### src/hdl/name_token_scanner_unit_macros.svh
// Assertion macros used by the name token scanner RTL.
// Expects clk and rst_n to be visible where the macros are used.
`ifndef NAME_TOKEN_SCANNER_UNIT_MACROS_SVH
`define NAME_TOKEN_SCANNER_UNIT_MACROS_SVH

// same-cycle implication, disabled while in reset
`define NTS_ASSERT_NOW(label, ante, cons, msg) \
  label: assert property (@(posedge clk) disable iff (!rst_n) (ante) |-> (cons)) \
    else $error(msg);

// next-cycle implication, disabled while in reset
`define NTS_ASSERT_NEXT(label, ante, cons, msg) \
  label: assert property (@(posedge clk) disable iff (!rst_n) (ante) |=> (cons)) \
    else $error(msg);

`endif

### src/hdl/nts_pkg.sv
// Shared types, constants and byte classifiers for the name token scanner.
// No dependencies; imported by every scanner module.
`timescale 1ns / 1ps

package nts_pkg;

  localparam int BYTE_W         = 8;
  localparam int LEN_W          = 8;
  localparam int OUT_OFFSET_W   = 24;
  localparam int OFFSET_BITS_DEF = 24;
  localparam int CFG_IDX_W      = 1;

  // configuration register indexes
  localparam logic [CFG_IDX_W-1:0] CFG_MIN_LENGTH = 1'b0;
  localparam logic [CFG_IDX_W-1:0] CFG_MAX_LENGTH = 1'b1;

  localparam logic [LEN_W-1:0] MIN_LENGTH_RST = 8'd4;
  localparam logic [LEN_W-1:0] MAX_LENGTH_RST = 8'd200;
  localparam logic [LEN_W-1:0] RUN_COUNT_MAX  = 8'd255;

  localparam logic [BYTE_W-1:0] CHAR_UNDERSCORE = 8'h5F;
  localparam logic [BYTE_W-1:0] CHAR_QUESTION   = 8'h3F;
  localparam logic [BYTE_W-1:0] CHAR_AT         = 8'h40;
  localparam logic [BYTE_W-1:0] CHAR_DOLLAR     = 8'h24;
  localparam logic [BYTE_W-1:0] CHAR_LOWER_A    = 8'h61;
  localparam logic [BYTE_W-1:0] CHAR_LOWER_Z    = 8'h7A;
  localparam logic [BYTE_W-1:0] CHAR_UPPER_A    = 8'h41;
  localparam logic [BYTE_W-1:0] CHAR_UPPER_Z    = 8'h5A;
  localparam logic [BYTE_W-1:0] CHAR_DIGIT_0    = 8'h30;
  localparam logic [BYTE_W-1:0] CHAR_DIGIT_9    = 8'h39;

  typedef struct packed {
    logic [BYTE_W-1:0] next_byte;
    logic              last_byte;
  } in_beat_t;

  typedef struct packed {
    logic [OUT_OFFSET_W-1:0] start_offset;
    logic [LEN_W-1:0]        name_length;
  } out_beat_t;

  // result of one scanned byte
  typedef struct packed {
    logic      emit;
    out_beat_t beat;
  } scan_res_t;

  function automatic logic is_lower(input logic [BYTE_W-1:0] c);
    return (c >= CHAR_LOWER_A) && (c <= CHAR_LOWER_Z);
  endfunction

  function automatic logic is_upper(input logic [BYTE_W-1:0] c);
    return (c >= CHAR_UPPER_A) && (c <= CHAR_UPPER_Z);
  endfunction

  function automatic logic is_start_byte(input logic [BYTE_W-1:0] c);
    return (c == CHAR_UNDERSCORE) || (c == CHAR_QUESTION) || (c == CHAR_AT) ||
           is_lower(c) || is_upper(c);
  endfunction

  function automatic logic is_name_byte(input logic [BYTE_W-1:0] c);
    return is_start_byte(c) || ((c >= CHAR_DIGIT_0) && (c <= CHAR_DIGIT_9)) ||
           (c == CHAR_DOLLAR);
  endfunction

  function automatic logic is_good_first(input logic [BYTE_W-1:0] c);
    return (c == CHAR_UNDERSCORE) || (c == CHAR_QUESTION) || is_lower(c);
  endfunction

endpackage

### src/hdl/nts_run_tracker.sv
// Run state and judging logic of the name token scanner.
// Depends on nts_pkg; instantiated by name_token_scanner_unit.
`timescale 1ns / 1ps

module nts_run_tracker
  import nts_pkg::*;
#(
  parameter int OFFSET_BITS = OFFSET_BITS_DEF
) (
  input  logic             clk,
  input  logic             rst_n,
  input  logic             step,
  input  in_beat_t         beat,
  input  logic [LEN_W-1:0] min_len,
  input  logic [LEN_W-1:0] max_len,
  output scan_res_t        res
);

  logic                   in_run_r, in_run_nxt;
  logic [OFFSET_BITS-1:0] run_start_r, run_start_nxt;
  logic [LEN_W-1:0]       run_count_r, run_count_nxt;
  logic                   first_good_r, first_good_nxt;
  logic                   second_lower_r, second_lower_nxt;
  logic [OFFSET_BITS-1:0] byte_pos_r, byte_pos_nxt;

  logic                   name_b, start_b, close_now, extend, open_run, run_after;
  logic [LEN_W-1:0]       cnt_after;
  logic [OFFSET_BITS-1:0] start_after;
  logic                   fg_after, sl_after;

  logic                   j_sel, j_run, j_fg, j_sl;
  logic [LEN_W-1:0]       j_cnt;
  logic [OFFSET_BITS-1:0] j_start;
  logic [OUT_OFFSET_W-1:0] j_start_out;

  // classify the byte against the open run
  always_comb begin
    name_b    = is_name_byte(beat.next_byte);
    start_b   = is_start_byte(beat.next_byte);
    close_now = in_run_r && !name_b;
    extend    = in_run_r && name_b;
    open_run  = !in_run_r && start_b;
    run_after = extend || open_run;
    if (extend) begin
      cnt_after   = (run_count_r < RUN_COUNT_MAX) ? run_count_r + 1'b1 : run_count_r;
      start_after = run_start_r;
      fg_after    = first_good_r;
      sl_after    = second_lower_r ||
                    ((run_count_r == LEN_W'(1)) && is_lower(beat.next_byte));
    end else begin
      cnt_after   = LEN_W'(1);
      start_after = byte_pos_r;
      fg_after    = is_good_first(beat.next_byte);
      sl_after    = 1'b0;
    end
  end

  // pick the run to judge: the one this byte ends, or the one ended by the last byte
  always_comb begin
    j_sel   = close_now;
    j_run   = close_now || (beat.last_byte && run_after);
    j_cnt   = j_sel ? run_count_r    : cnt_after;
    j_start = j_sel ? run_start_r    : start_after;
    j_fg    = j_sel ? first_good_r   : fg_after;
    j_sl    = j_sel ? second_lower_r : sl_after;
  end

  // offset narrowed or widened to the result field
  generate
    if (OFFSET_BITS >= OUT_OFFSET_W) begin : g_trunc
      assign j_start_out = j_start[OUT_OFFSET_W-1:0];
    end else begin : g_ext
      assign j_start_out = {{(OUT_OFFSET_W-OFFSET_BITS){1'b0}}, j_start};
    end
  endgenerate

  // length window, saturated-count cap and first/second byte rule
  always_comb begin
    res.emit = j_run && (j_cnt < RUN_COUNT_MAX) && (j_cnt >= min_len) &&
               (j_cnt <= max_len) && (j_fg || j_sl);
    res.beat.start_offset = j_start_out;
    res.beat.name_length  = j_cnt;
  end

  // next run state
  always_comb begin
    in_run_nxt       = 1'b0;
    run_start_nxt    = '0;
    run_count_nxt    = '0;
    first_good_nxt   = 1'b0;
    second_lower_nxt = 1'b0;
    byte_pos_nxt     = '0;
    if (!beat.last_byte) begin
      byte_pos_nxt = OFFSET_BITS'(byte_pos_r + 1'b1);
      if (run_after) begin
        in_run_nxt       = 1'b1;
        run_start_nxt    = start_after;
        run_count_nxt    = cnt_after;
        first_good_nxt   = fg_after;
        second_lower_nxt = sl_after;
      end
    end
  end

  always_ff @(posedge clk) begin
    if (!rst_n) begin
      in_run_r       <= 1'b0;
      run_start_r    <= '0;
      run_count_r    <= '0;
      first_good_r   <= 1'b0;
      second_lower_r <= 1'b0;
      byte_pos_r     <= '0;
    end else if (step) begin
      in_run_r       <= in_run_nxt;
      run_start_r    <= run_start_nxt;
      run_count_r    <= run_count_nxt;
      first_good_r   <= first_good_nxt;
      second_lower_r <= second_lower_nxt;
      byte_pos_r     <= byte_pos_nxt;
    end
  end

endmodule

### src/hdl/nts_out_reg.sv
// Result register of the name token scanner: holds one beat until taken.
// Depends on nts_pkg; instantiated by name_token_scanner_unit.
`timescale 1ns / 1ps

module nts_out_reg
  import nts_pkg::*;
(
  input  logic      clk,
  input  logic      rst_n,
  input  logic      load,
  input  out_beat_t load_beat,
  output logic      room,
  output logic      out_valid,
  input  logic      out_stall,
  output out_beat_t out_beat
);

  logic      vld_r, vld_nxt;
  out_beat_t beat_r;

  // free when empty or when the held beat leaves this cycle
  assign room = !vld_r || !out_stall;

  always_comb begin
    vld_nxt = vld_r;
    if (load) begin
      vld_nxt = 1'b1;
    end else if (vld_r && !out_stall) begin
      vld_nxt = 1'b0;
    end
  end

  always_ff @(posedge clk) begin
    if (!rst_n) begin
      vld_r <= 1'b0;
    end else begin
      vld_r <= vld_nxt;
    end
  end

  // payload needs no reset
  always_ff @(posedge clk) begin
    if (load) begin
      beat_r <= load_beat;
    end
  end

  assign out_valid = vld_r;
  assign out_beat  = beat_r;

endmodule

### src/hdl/name_token_scanner_unit.sv
// Name token scanner top level: input register, run tracker, result register.
// Depends on nts_pkg, nts_run_tracker, nts_out_reg and the macros header.
//
// Scans a byte stream one byte per beat and reports identifier-like runs as
// (start offset, length) beats. A byte is registered on accept and classified
// in the following cycle. When the byte stage advances, the byte is folded into
// the run state, and a reported name lands in the result register at that same
// edge and is offered from there. One byte is accepted every cycle; the byte
// stage only holds when it has a name to hand over while the result register
// is full and stalled. Offsets count from zero and restart after a beat with
// last_byte set.
// min_length and max_length are to be written only while the block is idle.
`timescale 1ns / 1ps
`include "name_token_scanner_unit_macros.svh"

module name_token_scanner_unit
  import nts_pkg::*;
#(
  parameter int OFFSET_BITS = OFFSET_BITS_DEF
) (
  input  logic                 clk,
  input  logic                 rst_n,
  // byte input
  input  logic                 in_valid,
  output logic                 in_stall,
  input  in_beat_t             in_beat,
  // name results
  output logic                 out_valid,
  input  logic                 out_stall,
  output out_beat_t            out_beat,
  // configuration
  input  logic                 cfg_we,
  input  logic [CFG_IDX_W-1:0] cfg_idx,
  input  logic [LEN_W-1:0]     cfg_wdata
);

  logic             stg_vld_r, stg_vld_nxt;
  in_beat_t         stg_beat_r;
  logic             stg_adv, in_fire, out_room;
  scan_res_t        scan_res;
  logic [LEN_W-1:0] min_len_r, max_len_r;

  // configuration registers
  always_ff @(posedge clk) begin
    if (!rst_n) begin
      min_len_r <= MIN_LENGTH_RST;
      max_len_r <= MAX_LENGTH_RST;
    end else if (cfg_we) begin
      unique case (cfg_idx)
        CFG_MIN_LENGTH: min_len_r <= cfg_wdata;
        CFG_MAX_LENGTH: max_len_r <= cfg_wdata;
        default: ;
      endcase
    end
  end

  // byte stage handshake
  assign stg_adv  = stg_vld_r && (!scan_res.emit || out_room);
  assign in_stall = stg_vld_r && !stg_adv;
  assign in_fire  = in_valid && !in_stall;

  always_comb begin
    stg_vld_nxt = stg_vld_r;
    if (in_fire) begin
      stg_vld_nxt = 1'b1;
    end else if (stg_adv) begin
      stg_vld_nxt = 1'b0;
    end
  end

  always_ff @(posedge clk) begin
    if (!rst_n) begin
      stg_vld_r <= 1'b0;
    end else begin
      stg_vld_r <= stg_vld_nxt;
    end
  end

  always_ff @(posedge clk) begin
    if (in_fire) begin
      stg_beat_r <= in_beat;
    end
  end

  // run tracking and judging
  nts_run_tracker #(
    .OFFSET_BITS(OFFSET_BITS)
  ) u_tracker (
    .clk    (clk),
    .rst_n  (rst_n),
    .step   (stg_adv),
    .beat   (stg_beat_r),
    .min_len(min_len_r),
    .max_len(max_len_r),
    .res    (scan_res)
  );

  // result register
  nts_out_reg u_out (
    .clk      (clk),
    .rst_n    (rst_n),
    .load     (stg_adv && scan_res.emit),
    .load_beat(scan_res.beat),
    .room     (out_room),
    .out_valid(out_valid),
    .out_stall(out_stall),
    .out_beat (out_beat)
  );

  // checks
  `NTS_ASSERT_NOW(a_hold_only_when_blocked, stg_vld_r && !stg_adv, out_valid && out_stall,
    "byte stage held without a blocked result")
  `NTS_ASSERT_NOW(a_fire_frees_stage, in_fire, !stg_vld_r || stg_adv,
    "byte accepted over an occupied stage")
  `NTS_ASSERT_NOW(a_len_in_range, out_valid,
    (out_beat.name_length != '0) && (out_beat.name_length != RUN_COUNT_MAX),
    "reported name length out of range")
  `NTS_ASSERT_NOW(a_rise_after_step, $rose(out_valid), $past(stg_adv),
    "result appeared without a scanned byte")

endmodule

### config.mk
export PLATFORM = sky130hd
export DESIGN_NAME = name_token_scanner_unit
export DESIGN_NICKNAME = d
export VERILOG_FILES = /design/src/hdl/nts_pkg.sv /design/src/hdl/nts_run_tracker.sv /design/src/hdl/nts_out_reg.sv /design/src/hdl/name_token_scanner_unit.sv
export VERILOG_INCLUDE_DIRS = /design/src /design/src/hdl
export SDC_FILE = /design/constraint.sdc
export NUM_CORES = 1
export LEC_CHECK = 0
export ABC_AREA = 1
export BUFFER_PORTS_ARGS = -buffer_cell sky130_fd_sc_hd__clkbuf_2
export CORE_ASPECT_RATIO = 1.5
export CORE_MARGIN = 3
export CORE_UTILIZATION = 30
export DETAILED_ROUTE_END_ITERATION = 7
export SETUP_SLACK_MARGIN = 0.15
export SLEW_MARGIN = 10
export SYNTH_ARGS = -nofsm -noshare
export SYNTH_HDL_FRONTEND = slang
export SYNTH_SLANG_ARGS = --single-unit
export TNS_END_PERCENT = 1
### constraint.sdc
create_clock -name clk -period 8.9 [get_ports clk]
set_input_delay 0.445 -clock clk [delete_from_list [all_inputs] [get_ports clk]]
set_output_delay 0.445 -clock clk [all_outputs]
set_load 0.02 [all_outputs]
==> results of run 1 <==
[cells in the mapped netlist (8+ instances only)]
cell / number / area, um^2
sky130_fd_sc_hd__inv_1: 68 / 255.2
sky130_fd_sc_hd__nor3_1: 34 / 170.2
sky130_fd_sc_hd__nor4_1: 8 / 50.05
sky130_fd_sc_hd__xor2_1: 22 / 192.7
sky130_fd_sc_hd__nand3_1: 81 / 405.4
sky130_fd_sc_hd__dfxtp_1: 77 / 1541
sky130_fd_sc_hd__clkbuf_1: 34 / 127.6
sky130_fd_sc_hd__a21oi_1: 78 / 390.4
sky130_fd_sc_hd__nand4_1: 12 / 75.07
sky130_fd_sc_hd__edfxtp_1: 41 / 1231
sky130_fd_sc_hd__nand2_1: 197 / 739.5
sky130_fd_sc_hd__ha_1: 19 / 237.7
sky130_fd_sc_hd__o21ai_0: 68 / 340.3
sky130_fd_sc_hd__nor2_1: 74 / 277.8
[report_power, final]
part           switching, mW  internal [mW]
sequential           0.00761          0.566
combinational         0.0640         0.0222
clock                  0.243          0.413
total                  0.315           1.00
[logic make-up after synthesis]
logic type      after synthesis
buf+inv                     120
compound gates              157
flops                       118
mux                           1
simple gates                421
xor+xnor                     23
fa+ha+maj                    19
[per-layer routing]
metal | track usage | vias up | part of all wire
li1 | - | 2940 | -
met1 | 0.1663 | 2702 | 0.41
met2 | 0.2728 | 123 | 0.53
met3 | 0.02870 | 25 | 0.034
met4 | 0.06380 | 0 | 0.023
met5 | 0 | - | 0
[state kept, by name, summed over array words and instances, names as in the netlist]
signal and count:
u_tracker.first_good_r 1, u_tracker.run_start_r 24, u_out.out_beat 32, u_tracker.byte_pos_r 24
stg_vld_r 1, u_tracker.run_count_r 8, min_len_r 8, max_len_r 8
u_out.out_valid 1, u_tracker.in_run_r 1, u_tracker.second_lower_r 1, stg_beat_r 9
[layout make-up]
| cell class | count | area [um^2] |
|---|---|---|
| Fill cell | 2202 | 13280 |
| Multi-Input combinational cell | 621 | 3120 |
| Sequential cell | 118 | 2775 |
| Clock buffer | 25 | 495.5 |
| Tap cell | 264 | 330.3 |
| Timing Repair Buffer | 61 | 317.8 |
| Inverter | 71 | 266.5 |
| Clock inverter | 7 | 72.57 |
[path summary, 6_finish.rpt]
path,depth (start not counted),to,slack [ns]
hold reg to reg,2,min_len_r[1],0.47
hold / removal,1,stg_beat_r[1],0.21
setup reg to reg,18,u_tracker.run_start_r[20],4.19
setup / recovery,17,in_stall,3.95
[per-stage QoR]
stage               hold slack, ns  utilization  cell area [um^2]  power [mW]
global route                0.1999       0.3571              7378       1.365
CTS                         0.1891       0.3571              7378       1.331
detailed placement          0.4587       0.3296              6810      0.6722
global placement            0.4543       0.3296              6810      0.6711
finish                      0.2057       0.3571              7378       1.317
floorplan                   0.4354            -              6391      0.6473
==> reports/results.md, run 1 <==
- simple AND/OR/NAND/NOR gates — crit-path leading delay family
- 7.440 um^2 — Mean Syn Cell Area
- 0.1273 — Compound-Gate Fraction of Synth Area
- 41 — EDFF count, synth
- 131.0 uV — largest vdd supply drop
- 0 — diodes inserted
- 1,135 — placed insts
- u_tracker.in_run_r — startpoint of the lowest-slack register-to-register path
- output port — Worst Setup End Kind
- 0.02066 mm^2 — total core area
- 0.01077 ns — Clock Skews
- 0.2020 GHz — Max Clk Rate
- 0.05 ns — clk slew on worst S/H paths
- 178.5 mW/mm^2 — PwrDens
- simple AND/OR/NAND/NOR gates — combinational family with the most area after synthesis
- 0.03152 — XOR/XNOR Fraction of Synth Area
- 0.2522 — worst rel slew slack
- in2reg — classification of the worst-slack hold path
- 184.8 um — die outline height
- 17 — Inserted Clock Buffers
- 2.725 nW — leakage power
- 0 — share of synthesized registers carrying an async set or reset
- u_tracker.in_run_r — Worst setup startpoint
- 0.1152 — ratio of cells with drive above 1 in the final layout
- 0.02313 mm^2 — area of the die
- 197 x sky130_fd_sc_hd__nand2_1, 81 x sky130_fd_sc_hd__nand3_1, 78 x sky130_fd_sc_hd__a21oi_1 — commonest cells after routing, fill and taps aside
- 0 — number of routed nets with antenna violations
- 932 — net total in the final layout
- 1.00 ns — Max stage delay on crit path
- 125.2 um — die boundary width
- 0 — buffer count from post-CTS setup fixing
- 3 — number of buffer and inverter instances along the worst setup path
- 0.2907 — simple-gate area share of the yosys netlist
- 4.51 ns — Data arrival, critical path
- 901 — syn nets
- 64 — Std-Cell Rows
- sky130_fd_sc_hd__dfxtp_1 — ys flop type
- finished, final reports clean — result of the run
- sky130_fd_sc_hd__nand2_1 — Most Frequent Cell on Critical Path
- 27.59 mm — wire length of the first global-routing pass
- 1,167 — number of standard cells in the layout, taps in and fillers out
- 0 — number of buffers inserted by hold repair at cts
- 8.46 ns — WP data required
- 0.5562 — crit share post-route
- 11.25 mm — HPWL after detailed placement
- 1.119 ns — transition at the pin with the smallest max-transition slack
- 0.001566 — portion of netlist area occupied by mux cells
- sky130_fd_sc_hd__nand2_1 — most common cell after layout, fill and taps aside
- 0 — aggregate global routing overflow
- 859 — Mapped Cells
- 0 ns — setup TNS
- 64 — pin count of the biggest net entering global routing
- 4.173 ns — minimum setup slack after placement
- 0 — initial antenna violation count
- 0.4338 — sequential share of the synthesized area
- 3.950 ns — Final WS setup
- inv_1 > nor2_4 > nand2_1 > nand2_1 > ha_1 > a21oi_1 > o21ai_0 > nand2_1 > o211ai_1 > o21ai_0 > nand3_1 > nor2_1 > nand2_1 > clkinv_1 > nand3_4 > nor2_1 > clkbuf_2 — critical-path cell list
- 4.950 ns — Final Critical Period
- no — unrepaired setup endpoints after global routing
- 14.65 um — routed length per instance
- 36 — library cells used by synthesis
- 15.45% — area growth from synthesis to layout
- 0.3094 — initial cell density of the core
- in_beat[1] — worst hold path startpoint
- 57 — I/O pin count
- 17.10 mm — Post-Route WL
- 4 — Max H-tree Level
- 118 — number of clock sinks
- 0.006391 mm^2 — synthesized area
- 0 — total of max-cap violations
- 118 — number of synthesized register bits
- 2 — CTS Buffer Depth
- 0 — Setup-failing EPs final
- 544 — Starting DRT DRC Count
- 0.42 ns — insertion delay of the later-clocked pin in the worst-skew pair
- 56 — count of buffers inserted at the top-level ports
- 5 — iteration count of the initial detailed-routing pass
- 0 — detailed-route DRC error count
- 5,790 — vias post-DR
- 0.03720 — adder-cell share of the synthesized area
- 0 — Hold Vio Cnt, Final
- 4.961 — average vias per placed instance
- 0 — post-cts sizing count
- 0.1483 — All-Layer GR Usage
- sky130_fd_sc_hd__dfxtp_2 — Crit-path slowest cell
- reg2out — Worst Setup Path Type
- 0 — number of synthesis warnings
- done — TritonCTS clock tree
- 63 — top fanout value on the critical path
- flip-flop — startpoint type of the worst setup path
- 5,362 — number of global-route vias before repair
- 0 — number of pins exceeding their max-slew limit in the final report
- sky130_fd_sc_hd__clkbuf_16 — CTS root buffer
- 0.8587 — global placement routability congestion
Note: power is estimated with default switching activity, not from simulation.
==> run 2: changes to the inputs <==
==> constraint.sdc (replaced) <==
create_clock -name clk -period 5 [get_ports clk]
set_input_delay 0.25 -clock clk [delete_from_list [all_inputs] [get_ports clk]]
set_output_delay 0.25 -clock clk [all_outputs]
set_load 0.02 [all_outputs]
==> reports/results.md, run 2 (same netlist as run 1, synthesis figures left out) <==
- 184.8 um — die outline height, unchanged
- 0 — number of pins exceeding their max-slew limit in the final report, unchanged
- sky130_fd_sc_hd__edfxtp_1 — Crit-path slowest cell
- 319.2 mW/mm^2 — PwrDens, +79%
- 56 — count of buffers inserted at the top-level ports, unchanged
- 247.1 uV — largest vdd supply drop, +89%
- 0.05 ns — clk slew on worst S/H paths, about the same
- 4.261 ns — Final Critical Period
- 1,137 — placed insts, +0.18%
- 5 — iteration count of the initial detailed-routing pass, unchanged
- 14.78 um — routed length per instance, +0.89%
- 0 — aggregate global routing overflow, unchanged
- 9.240 mm — met2 routed WL, +2.2%
- 23 — worst reg-to-reg path cell count, +5
- in_stall — worst setup path endpoint
- 4.75 ns — WP data required, -3.71 ns
- 0.2742 — worst rel slew slack, +0.02195
- 0 — total of max-cap violations, unchanged
- 348 — Starting DRT DRC Count, -36%
- 0.02313 mm^2 — area of the die, unchanged
- 64 — pin count of the biggest net entering global routing, unchanged
- 5.014 — average vias per placed instance, +1.1%
- 32 — max reg flops, unchanged
- 2,197 — Fillers, -0.23%
- 0 — diodes inserted, unchanged
- 17.34 mm — Post-Route WL, +1.4%
- 0.2510 — proportion of total power due to net switching, +0.01180
- 64 — Std-Cell Rows, unchanged
- 745 um — amount of wire on met3 after detailed routing, +29%
- 0.1221 — ratio of cells with drive above 1 in the final layout, +0.006941
- finished, final reports clean — result of the run
- 0.02005 ns — Post-Route Hold Slack, -0.1857 ns
- 0 ns — setup TNS, unchanged
- done — TritonCTS clock tree
- 597.5 uW — switching power summed over all nets, +90%
- reg2out — Worst Setup Path Type
- 118 — number of clock sinks, unchanged
- 17 — Inserted Clock Buffers, unchanged
- 0.42 ns — insertion delay of the later-clocked pin in the worst-skew pair, about the same
- 0.3094 — initial cell density of the core, unchanged
- 0.02066 mm^2 — total core area, unchanged
- 197 x sky130_fd_sc_hd__nand2_1, 81 x sky130_fd_sc_hd__nand3_1, 78 x sky130_fd_sc_hd__a21oi_1 — commonest cells after routing, fill and taps aside
- stg_beat_r[3] — startpoint of the lowest-slack register-to-register path
- 0.1464 — All-Layer GR Usage, -0.001864
- 0.88 ns — setup slack, reg-to-reg, -3.31 ns
- 0.8522 — crit share post-route
- 2.756 nW — leakage power, +1.1%
- met4 — highest metal layer with signal wires
- 16.70% — area growth from synthesis to layout
- sky130_fd_sc_hd__nand2_1 — Most Frequent Cell on Critical Path
- 5,447 — number of global-route vias before repair, +1.6%
- 1,173 — number of standard cells in the layout, taps in and fillers out, +0.51%
- 1.783 mW — cell-internal power, +78%
- 0 — initial antenna violation count, unchanged
- 938 — net total in the final layout, +0.64%
- sky130_fd_sc_hd__nand2_1 — most common cell after layout, fill and taps aside
- 0 — number of routed nets with antenna violations, unchanged
- 5,881 — vias post-DR, +1.6%
- 0 — post-cts sizing count, unchanged
- flip-flop — startpoint type of the worst setup path
- 11.21 mm — HPWL after detailed placement, -0.33%
- 0 — detailed-route DRC error count, unchanged
- 22 — number of cells on the critical path, +5
- 0.3610 — fraction of the core area covered by cells at the end of the flow, +0.003876
- 0.2347 GHz — Max Clk Rate
- 0 — Setup-failing EPs final, unchanged
- 0.067 — part of the power in combinational logic, +0.002
- 3 — number of buffer and inverter instances along the worst setup path, unchanged
- sky130_fd_sc_hd__clkbuf_16 — CTS root buffer
- 0 — Hold Vio Cnt, Final, unchanged
- 16 — top fanout value on the critical path, -75%
- 0.42 ns — Max stage delay on crit path, -0.58 ns
- 0.01154 ns — Clock Skews, +0.0007688 ns
- 4 — Max H-tree Level, unchanged
- 125.2 um — die boundary width, unchanged
- inv_1 > nand2_1 > nor2_1 > nand3_1 > nand3_2 > nand4_2 > nor2_4 > nand2_1 > nand2_1 > ha_1 > a21oi_1 > o21ai_0 > nand2_1 > o211ai_1 > o21ai_0 > nand3_1 > nor2_1 > nand2_1 > clkinv_1 > nand3_4 > nor2_1 > clkbuf_2 — critical-path cell list
- 0.506 — Clk network pwr share, +0.007
- 57 — I/O pin count, unchanged
- 1.086 ns — transition at the pin with the smallest max-transition slack, -0.03284 ns
- output port — Worst Setup End Kind
- simple AND/OR/NAND/NOR gates — crit-path leading delay family
- stg_beat_r[3] — Worst setup startpoint
- 6.946 mm — met1 routed wirelength after detailed routing, -1.8%
- 2 — CTS Buffer Depth, unchanged
- 4.01 ns — Data arrival, critical path, -0.50 ns
- 0.8797 — global placement routability congestion, +2.4%
- no — unrepaired setup endpoints after global routing
- in2reg — classification of the worst-slack hold path
- 0.428 — fraction of power consumed by sequential logic, -0.008
- u_tracker.run_start_r[5] — end of the worst register-to-register path
- 27.52 mm — wire length of the first global-routing pass, -0.22%
## run 2: cell count changes in the layout (fill, tap and decap cells not counted), sizes merged
cell         delta
buf             +2
bufinv          +1
clkbuf          -8
clkinv          +4
clkinvlp        +1
dlygate4sd3     +3
inv             +2
nand3           +1
## run 2: layout make-up
type                       count  area, um^2  area share
inverter                      71       266.5     0.03573
sequential                   118        2775      0.3721
clock inverter                15       155.1     0.02080
timing repair buffer          66       375.4     0.05033
tap                          264       330.3     0.04429
multi-input combinational    622        3131      0.4197
clock buffer                  17       425.4     0.05704
## run 2: through the flow
stage	worst slack, ns	total power, mW	cell area [um^2]
2_1_floorplan	1.541	1.152	6391
3_3_place_gp	0.9147	1.195	6838
3_5_place_dp	0.8261	1.196	6838
4_1_cts	0.6499	2.401	7448
5_1_grt	0.2325	2.459	7458
6_report	0.7389	2.381	7458
## run 2: power groups by stage
stage                     clock, mW  sequential [mW]  combinational (mW)
after global placement            0             1.04               0.156
after CTS                      1.22             1.02               0.159
final                          1.20             1.02               0.159
after global routing           1.26             1.02               0.178
after floorplan                   0             1.04               0.115
after detailed placement          0             1.04               0.157
## run 2: worst register-to-register path, delay by kind of cell (launching register included)
kind,cells,cell delay (ns)
buf+inv,2,0.23
simple gates,15,2.50
fa+ha+maj,1,0.29
compound gates,5,0.62
flops,1,0.42
## run 2: how the worst min path moves through the flow
stage                           from       endpoint  cells after the start
after floorplan           in_beat[0]  stg_beat_r[0]                      0
after global placement    in_beat[0]  stg_beat_r[0]                      1
after detailed placement  in_beat[1]  stg_beat_r[1]                      1
after CTS                 in_beat[4]  stg_beat_r[4]                      1
after global routing      in_beat[5]  stg_beat_r[5]                      1
final                     in_beat[4]  stg_beat_r[4]                      1
## run 2: what timing repair did
action,in CTS,in global routing
hold buffers,3,0
setup buffers,0,0
hold endpoints to repair,3,0
setup endpoints to repair,0,1
## run 2: per-layer routing
layer  GRT usage  vias to the layer above
met2      0.2719                      140
met3     0.02754                       28
met4     0.06207                        0
met1      0.1629                     2757
li1            -                     2956
met5           0                        -
